==> config.mk <==
export PLATFORM = sky130hd
export DESIGN_NAME = amg_strength_of_connection_core
export DESIGN_NICKNAME = d
export VERILOG_FILES = /design/src/rtl/core/amg_soc_pkg.sv /design/src/rtl/core/amg_soc_front.sv /design/src/rtl/core/amg_soc_back.sv /design/src/rtl/core/amg_strength_of_connection_core.sv
export SDC_FILE = /design/constraint.sdc
export NUM_CORES = 2
export LEC_CHECK = 0
export ABC_CLOCK_PERIOD_IN_PS = 11080
export BUFFER_PORTS_ARGS = -buffer_cell sky130_fd_sc_hd__buf_2
export CORE_UTILIZATION = 45
export DETAILED_ROUTE_END_ITERATION = 6
export HOLD_SLACK_MARGIN = 0.06
export PLACE_DENSITY = 0.71
export SLEW_MARGIN = 20
export SYNTH_ARGS = -nofsm -noshare
export SYNTH_HDL_FRONTEND = slang
export SYNTH_SLANG_ARGS = --single-unit
==> constraint.sdc <==
create_clock -name clk -period 11.08 [get_ports clk]
set_input_delay 1.108 -clock clk [delete_from_list [all_inputs] [get_ports clk]]
set_output_delay 1.108 -clock clk [all_outputs]
set_load 0.02 [all_outputs]
==> src/rtl/core/amg_soc_pkg.sv <==
// Package for the AMG strength-of-connection core: widths, register indexes, packed entry type.
// No dependencies.
`timescale 1ns / 1ps
package amg_soc_pkg;
  localparam int RowMaxDefault = 32;
  localparam int ThrW = 20;
  localparam int CfgIdxW = 1;
  localparam int CfgDataW = 20;
  localparam logic [CfgIdxW-1:0] REG_THRESHOLD = 1'b0;
  localparam logic [CfgIdxW-1:0] REG_ABS_MODE = 1'b1;
  localparam int InW = 56;
  localparam int OutW = 56;

  // one buffered matrix entry handed from the front to the back
  typedef struct packed {
    logic [15:0] col;
    logic signed [31:0] val;
    logic [7:0] fn;
    logic last;
  } entry_t;
endpackage

==> src/rtl/core/amg_soc_front.sv <==
// Front end: accepts matrix entries and pushes them into a small queue.
// Depends on amg_soc_pkg.
`timescale 1ns / 1ps
module amg_soc_front (
  input  logic                   clk,
  input  logic                   rst,
  input  logic                   in_valid,
  output logic                   in_ready,
  input  amg_soc_pkg::entry_t    in_entry,
  output logic                   q_valid,
  input  logic                   q_ready,
  output amg_soc_pkg::entry_t    q_entry
);
  import amg_soc_pkg::*;
  // two-entry queue, pointer based
  entry_t q_mem [2];
  logic wr_ptr, rd_ptr;
  logic [1:0] fill;
  logic push, pop;

  assign in_ready = (fill != 2'd2);
  assign push = in_valid && in_ready;
  assign q_valid = (fill != 2'd0);
  assign pop = q_valid && q_ready;
  assign q_entry = q_mem[rd_ptr];

  always_ff @(posedge clk) begin
    if (push) q_mem[wr_ptr] <= in_entry;
    if (rst) begin
      wr_ptr <= 1'b0;
      rd_ptr <= 1'b0;
      fill <= 2'd0;
    end else begin
      if (push) wr_ptr <= ~wr_ptr;
      if (pop) rd_ptr <= ~rd_ptr;
      fill <= fill + {1'b0, push} - {1'b0, pop};
    end
  end
endmodule

==> src/rtl/core/amg_soc_back.sv <==
// Back end: buffers a row, forms the scale, then rescans and emits strong columns and a row-end item.
// Depends on amg_soc_pkg.
`timescale 1ns / 1ps
module amg_soc_back #(
  parameter int ROW_MAX = amg_soc_pkg::RowMaxDefault
) (
  input  logic                             clk,
  input  logic                             rst,
  input  logic                             q_valid,
  output logic                             q_ready,
  input  amg_soc_pkg::entry_t              q_entry,
  input  logic [amg_soc_pkg::ThrW-1:0]     threshold,
  input  logic                             abs_mode,
  output logic                             out_valid,
  input  logic                             out_ready,
  output logic [amg_soc_pkg::OutW-1:0]     out_data,
  output logic                             out_user,
  output logic                             out_last
);
  import amg_soc_pkg::*;
  localparam int IdxW = (ROW_MAX > 1) ? $clog2(ROW_MAX) : 1;
  localparam int CntW = $clog2(ROW_MAX + 1);

  typedef enum logic [4:0] {
    S_LOAD  = 5'b00001,
    S_SCALE = 5'b00010,
    S_MUL   = 5'b00100,
    S_EMIT  = 5'b01000,
    S_END   = 5'b10000
  } state_t;
  state_t state;

  logic [15:0] col_mem [ROW_MAX];
  logic signed [31:0] val_mem [ROW_MAX];
  logic [7:0] fn_mem [ROW_MAX];

  logic [CntW-1:0] entry_count;
  logic overflow_flag;
  logic diagonal_negative;
  logic [7:0] row_function;
  logic signed [32:0] scale_acc;
  logic signed [53:0] bound;
  logic [31:0] strong_total;
  logic [5:0] strong_count;
  logic [CntW-1:0] scan;
  logic [IdxW-1:0] scan_idx;
  logic rd_valid;
  logic [15:0] rd_col;
  logic signed [31:0] rd_val;
  logic [7:0] rd_fn;
  logic obuf_full;
  logic can_out;

  assign scan_idx = scan[IdxW-1:0];
  assign q_ready = (state == S_LOAD);
  assign out_valid = obuf_full;
  assign can_out = !obuf_full || out_ready;

  // buffer memory write and registered read; the read holds while emission stalls
  always_ff @(posedge clk) begin
    if (q_valid && q_ready && entry_count < CntW'(ROW_MAX)) begin
      col_mem[entry_count[IdxW-1:0]] <= q_entry.col;
      val_mem[entry_count[IdxW-1:0]] <= q_entry.val;
      fn_mem[entry_count[IdxW-1:0]] <= q_entry.fn;
    end
    if (state != S_EMIT || can_out) begin
      rd_col <= col_mem[scan_idx];
      rd_val <= val_mem[scan_idx];
      rd_fn <= fn_mem[scan_idx];
    end
  end

  // per-entry classification of the read data
  logic signed [32:0] v_ext, v_mag, scale_cand;
  logic match, bigger, smaller, is_strong;
  logic signed [53:0] v_shift;
  always_comb begin
    v_ext = {rd_val[31], rd_val};
    v_mag = rd_val[31] ? -v_ext : v_ext;
    match = (rd_fn == row_function);
    scale_cand = abs_mode ? v_mag : v_ext;
    bigger = scale_cand > scale_acc;
    smaller = scale_cand < scale_acc;
    v_shift = {{5{scale_cand[32]}}, scale_cand, 16'd0};
    if (abs_mode || diagonal_negative) is_strong = v_shift > bound;
    else is_strong = v_shift < bound;
  end

  always_ff @(posedge clk) begin
    if (rst) begin
      state <= S_LOAD;
      entry_count <= '0;
      overflow_flag <= 1'b0;
      diagonal_negative <= 1'b0;
      row_function <= '0;
      scale_acc <= '0;
      strong_total <= '0;
      strong_count <= '0;
      scan <= '0;
      rd_valid <= 1'b0;
      obuf_full <= 1'b0;
      bound <= '0;
    end else begin
      if (obuf_full && out_ready) obuf_full <= 1'b0;
      case (state)
        S_LOAD: begin
          if (q_valid) begin
            if (entry_count == '0) begin
              row_function <= q_entry.fn;
              diagonal_negative <= q_entry.val[31];
            end
            if (entry_count < CntW'(ROW_MAX)) entry_count <= entry_count + 1'b1;
            else overflow_flag <= 1'b1;
            if (q_entry.last) begin
              state <= S_SCALE;
              scan <= CntW'(1);
              rd_valid <= 1'b0;
              scale_acc <= '0;
            end
          end
        end
        S_SCALE: begin
          // address issued this cycle, data checked next
          rd_valid <= (scan < entry_count);
          if (scan < entry_count) scan <= scan + 1'b1;
          if (rd_valid && match) begin
            if ((abs_mode || diagonal_negative) ? bigger : smaller) scale_acc <= scale_cand;
          end
          if (rd_valid && !(scan < entry_count)) state <= S_MUL;
          else if (!rd_valid && !(scan < entry_count)) state <= S_MUL;
        end
        S_MUL: begin
          bound <= $signed({1'b0, threshold}) * scale_acc;
          scan <= CntW'(1);
          rd_valid <= 1'b0;
          strong_count <= '0;
          state <= S_EMIT;
        end
        S_EMIT: begin
          if (can_out) begin
            rd_valid <= (scan < entry_count);
            if (scan < entry_count) scan <= scan + 1'b1;
            if (rd_valid && match && is_strong) begin
              out_data <= {40'd0, rd_col};
              out_user <= 1'b1;
              out_last <= 1'b0;
              obuf_full <= 1'b1;
              strong_count <= strong_count + 1'b1;
            end
            if (!(scan < entry_count)) state <= S_END;
          end
        end
        S_END: begin
          if (can_out) begin
            if (rd_valid && match && is_strong) begin
              out_data <= {40'd0, rd_col};
              out_user <= 1'b1;
              out_last <= 1'b0;
              obuf_full <= 1'b1;
              strong_count <= strong_count + 1'b1;
              rd_valid <= 1'b0;
            end else begin
              // row-end item: col 0, count, start, overflow
              out_data <= {1'b0, overflow_flag, strong_total, strong_count, 16'd0};
              out_user <= 1'b0;
              out_last <= 1'b1;
              obuf_full <= 1'b1;
              strong_total <= strong_total + {26'd0, strong_count};
              entry_count <= '0;
              overflow_flag <= 1'b0;
              state <= S_LOAD;
            end
          end
        end
        default: state <= S_LOAD;
      endcase
    end
  end
endmodule

==> src/rtl/core/amg_strength_of_connection_core.sv <==
// Top level of the AMG strength-of-connection core: config registers, front queue, back engine.
// Depends on amg_soc_pkg, amg_soc_front, amg_soc_back.
`timescale 1ns / 1ps
// Channel   Direction  Contents
// s_axis    in         tdata: column_index, entry_value, column_function; tlast: row_last
// m_axis    out        tdata: strong_column, strong_count, row_start, row_overflow;
//                      tuser: entry_valid; tlast: row_end
// cfg       in         cfg_we, cfg_index, cfg_data
// Each row is buffered up to ROW_MAX entries; at row end the engine scans the buffer for
// the scale, forms the threshold product, rescans through one memory read port for
// emission and then sends the row-end item; only then does it accept the next row.
// Reset is synchronous; clears control state.
// Either side may stall; a two-entry queue decouples input from the row engine.
module amg_strength_of_connection_core #(
  parameter int ROW_MAX = amg_soc_pkg::RowMaxDefault
) (
  input  logic                           clk,
  input  logic                           rst,
  input  logic                           s_axis_tvalid,
  output logic                           s_axis_tready,
  // [15:0] column_index, [47:16] entry_value, [55:48] column_function
  input  logic [amg_soc_pkg::InW-1:0]    s_axis_tdata,
  input  logic                           s_axis_tlast,
  output logic                           m_axis_tvalid,
  input  logic                           m_axis_tready,
  // [15:0] strong_column, [21:16] strong_count, [53:22] row_start, [54] row_overflow
  output logic [amg_soc_pkg::OutW-1:0]   m_axis_tdata,
  // [0] entry_valid
  output logic                           m_axis_tuser,
  output logic                           m_axis_tlast,
  input  logic                           cfg_we,
  input  logic [amg_soc_pkg::CfgIdxW-1:0] cfg_index,
  input  logic [amg_soc_pkg::CfgDataW-1:0] cfg_data
);
  import amg_soc_pkg::*;
  logic [ThrW-1:0] threshold;
  logic abs_mode;
  entry_t in_entry, q_entry;
  logic q_valid, q_ready;

  // configuration registers
  always_ff @(posedge clk) begin
    if (rst) begin
      threshold <= ThrW'(16384);
      abs_mode <= 1'b0;
    end else if (cfg_we) begin
      case (cfg_index)
        REG_THRESHOLD: threshold <= cfg_data[ThrW-1:0];
        REG_ABS_MODE: abs_mode <= cfg_data[0];
        default: ;
      endcase
    end
  end

  assign in_entry = '{col: s_axis_tdata[15:0], val: s_axis_tdata[47:16],
                      fn: s_axis_tdata[55:48], last: s_axis_tlast};

  amg_soc_front u_front (
    .clk(clk), .rst(rst), .in_valid(s_axis_tvalid), .in_ready(s_axis_tready),
    .in_entry(in_entry), .q_valid(q_valid), .q_ready(q_ready), .q_entry(q_entry)
  );

  amg_soc_back #(.ROW_MAX(ROW_MAX)) u_back (
    .clk(clk), .rst(rst), .q_valid(q_valid), .q_ready(q_ready), .q_entry(q_entry),
    .threshold(threshold), .abs_mode(abs_mode), .out_valid(m_axis_tvalid),
    .out_ready(m_axis_tready), .out_data(m_axis_tdata), .out_user(m_axis_tuser),
    .out_last(m_axis_tlast)
  );

  // a row-end result never carries entry_valid
  a_end_shape: assert property (@(posedge clk) disable iff (rst)
    m_axis_tvalid && m_axis_tlast |-> !m_axis_tuser)
    else $error("row-end item malformed");
  // strong entries always carry entry_valid
  a_strong_shape: assert property (@(posedge clk) disable iff (rst)
    m_axis_tvalid && !m_axis_tlast |-> m_axis_tuser)
    else $error("strong item malformed");
endmodule
==> impl_metrics.csv <==
group,metric,value,unit
yosys,synth-seq-cells,2199,
clocking,hold_buffers,0,
die,die_x,493,µm
placed_design,io_buffers,141,
die,rows,180,
yosys,synthSimpleGateAreaFrac,0.0613,
yosys,synth_top_family_by_area,"adder cells",
critical_path,r2r_cells,21,
placed_design,dp_hpwl,159,mm
critical_path,r2r-start,"u_back.scale_acc[17]$_SDFFE_PP0P_",
die,coreArea,240000,µm²
hold_path,min_path_cells,1,
global_routing,antenna_found_initial,9,
sta,setup_viol,0,
critical_path,worstPathMaxFanout,21,
yosys,synth_cell_type_count,68,
yosys,synth_mux_area_frac,0.129,
critical_path,crit_type,"reg2reg",
yosys,synth_compound_area_frac,0.0237,
critical_path,cp.required,11840,ps
yosys,ys_dominant_reg_cell,"edfxtp_1",
global_routing,track_usage,0.225,
yosys,synth_edf_count,2019,
placed_design,routabilityCongestion,0.874,
clocking,cts_setup_buffers,0,
sta,setup_ws,2980,ps
die,start_util,0.452,
yosys,synth_top_area_cell,"edfxtp_1",
global_routing,gr-total-overflow,0,
sta,hold_viol_final,0,
clocking,cts.sinks,2199,
critical_path,worstPathArrival,8860,ps
die,ioPinCount,143,
yosys,synth_cells,6705,
critical_path,startpoint_type,"flop",
sta,post-route-period-util,0.731,
sta,drv_slew,0,
flow_run,maxCapViolCount,0,
global_routing,first_global_vias,62500,
hold_path,hold_class,"in2reg",
yosys,avgSynthCellArea,16.2,µm²
sta,tns,0,ps
sta,max_freq,123,MHz
yosys,yosys-top-cells-area,"edfxtp_1, fa_1, mux4_2, dfxtp_1, and2_1",
sta,whs,432,ps
yosys,synth_adder_area_share,0.147,
clocking,insertion_delay,880,ps
sta,rsz0062_at_grt,"no",
routing,drt-pass1-iter-count,6,
die,die_area,243000,µm²
yosys,synth_xor_area_frac,0.0103,
hold_path,holdPathEnd,"u_front.q_mem[1][14]$_DFFE_PP_",
critical_path,r2r_setup_slack,2980,ps
die,fp.dieH,493,µm
placed_design,dp_cells,9816,
yosys,synth_area,109000,µm²
clocking,cts_buffer_depth,3,
routing,drcViolationCount,0,
routing,via_count,59000,
yosys,yosysWarningCount,0,
clocking,clock-root-buffer,"clkbuf_16",
global_routing,grt_pass1_wl,405,mm
clocking,htreeDepth,4,
yosys,yosysTopAreaCellShare,0.558,
power,power_density,176,nW/µm²
clocking,numCtsBuffers,214,
yosys,async_reset_ff_frac,0,
final_layout,area_growth,10.9,%
routing,antenna_left,0,
sta,slew-limit-headroom,0.189,
routing,wirelength,270,mm
power,max-vdd-ir-drop,0.171,mV
clocking,cts_tree,"yes",
critical_path,r2r_end,"u_back.bound[42]$_SDFFE_PP0N_",
sta,worstMarginPinSlew,1220,ps
routing,post_drt_wl_per_cell,26.4,µm
power,total_leakage_power,43.0,nW
final_layout,finalNonFillerCells,10200,
final_layout,layout-drive-gt1-share,0.186,
yosys,yosysSeqAreaShare,0.591,
placed_design,pre_cts_slack,3090,ps
sta,timing.final.crit_period,8100,ps
yosys,syn_nets,7670,
routing,avgViaCountPerCell,5.78,
hold_path,min_from,"s_axis_tdata[21]",
clocking,clk_pin_slew,60,ps
critical_path,critPathCaptureType,"flop",
global_routing,grt_max_degree,125,
sta,skew,82.8,ps
run_status,status,"finished clean",
final_layout,nNetsFinal,7812,
routing,first_iter_violations,6707,
clocking,cts_resized,0,
-- cell usage after synthesis (90+ instances only) --
cell	number
and2_1	519
dfxtp_1	180
xnor2_1	90
a21oi_1	160
fa_1	654
nor2_1	177
inv_1	760
mux4_2	560
clkbuf_1	289
nand2_1	388
edfxtp_1	2019
ha_1	228
mux2_2	113
-- state kept, by name, summed over array words and instances, names as in the netlist, 8 cells and up, named ones only --
signal               cells
u_back.strong_total     32
u_back.fn_mem          256
u_back.row_function      8
u_back.bound            54
u_back.scale_acc        33
u_back.out_data         55
u_back.col_mem         512
threshold               20
u_back.val_mem        1024
u_back.rd_col           16
u_front.q_mem          114
u_back.rd_val           32
u_back.rd_fn             8
-- logic make-up after synthesis --
| logic type | after synthesis |
|---|---|
| buf+inv | 1091 |
| fa+ha+maj | 882 |
| mux | 685 |
| flops | 2199 |
| other cells | 1 |
| xor+xnor | 128 |
| compound gates | 421 |
| simple gates | 1298 |
-- metrics by stage --
stage	cell area (µm²)	util	total power, mW
after global routing	120000	0.501	21.9
after global placement	113000	0.472	13.9
after CTS	120000	0.501	21.3
after floorplan	109000	-	12.8
after detailed placement	113000	0.472	14.0
final	120000	0.501	21.2
-- metal layers --
layer  up-vias  routed length [µm]  global-route usage
li1      24600                   -                   -
met1     31300              109000               0.309
met2      2757              132000               0.370
met3       463               22600              0.0403
met4         8                6820              0.0605
met5         -                  57                   0
-- layout make-up --
class,instances,area (µm²)
Sequential cell,2199,64300
Tap cell,3185,3990
Fill cell,19300,120000
Inverter,761,2860
Clock inverter,139,1480
Antenna cell,2,5.00
Clock buffer,257,5590
Timing Repair Buffer,256,1630
Multi-Input combinational cell,3415,40600
-- report_power, final --
part / internal [mW] / leakage (nW) / switching, mW
Combinational: 1.49 / 19.8 / 2.18
Sequential: 9.98 / 19.8 / 0.210
Clock: 4.07 / 3.40 / 3.22
Total: 15.5 / 43.0 / 5.62
-- cells in the final DEF, fill, tap and decap left out, types with 160 or more instances in the layout --
cell type  synthesis  final
dfxtp_1          180    170
inv_1            760    760
fa_1             654    654
and2_1           519    519
a21oi_1          160    160
nand2_1          388    387
ha_1             228    228
edfxtp_1        2019   2019
mux4_2           560    560
clkbuf_16          0    217
-- critical path, cell delays in order, from the launching register on --
cell       delay, ps
dfxtp_1         1110
nand2_1          230
fa_1             590
inv_1             60
fa_1             480
fa_1             570
fa_1             440
fa_1             460
fa_1             560
inv_1             70
fa_1             510
inv_1             50
ha_1             360
and4_1           290
nor2b_1          220
nand4_1          210
a211oi_1         760
o311ai_1         260
a211oi_1         260
a2111oi_0        120
xnor2_1          150
a22o_1           210
-- worst max-delay path by stage --
stage / startpoint / to / slack [ps] / cells after the start
6_report: u_back.scale_acc[17]$_SDFFE_PP0P_ / u_back.bound[42]$_SDFFE_PP0N_ / 2980 / 21
3_5_place_dp: u_back.scale_acc[32]$_SDFFE_PP0P_ / u_back.bound[53]$_SDFFE_PP0N_ / 3090 / 20
2_1_floorplan: u_back.rd_val[2]$_DFFE_PN_ / u_back.out_data[0]$_DFFE_PP_ / 2630 / 20
4_1_cts: u_back.scale_acc[32]$_SDFFE_PP0P_ / u_back.bound[53]$_SDFFE_PP0N_ / 3020 / 20
5_1_grt: u_back.scale_acc[17]$_SDFFE_PP0P_ / u_back.bound[53]$_SDFFE_PP0N_ / 2600 / 23
3_3_place_gp: threshold[4]$_SDFFE_PP0P_ / u_back.bound[53]$_SDFFE_PP0N_ / 2960 / 23
(Power assumes the default switching activity.)
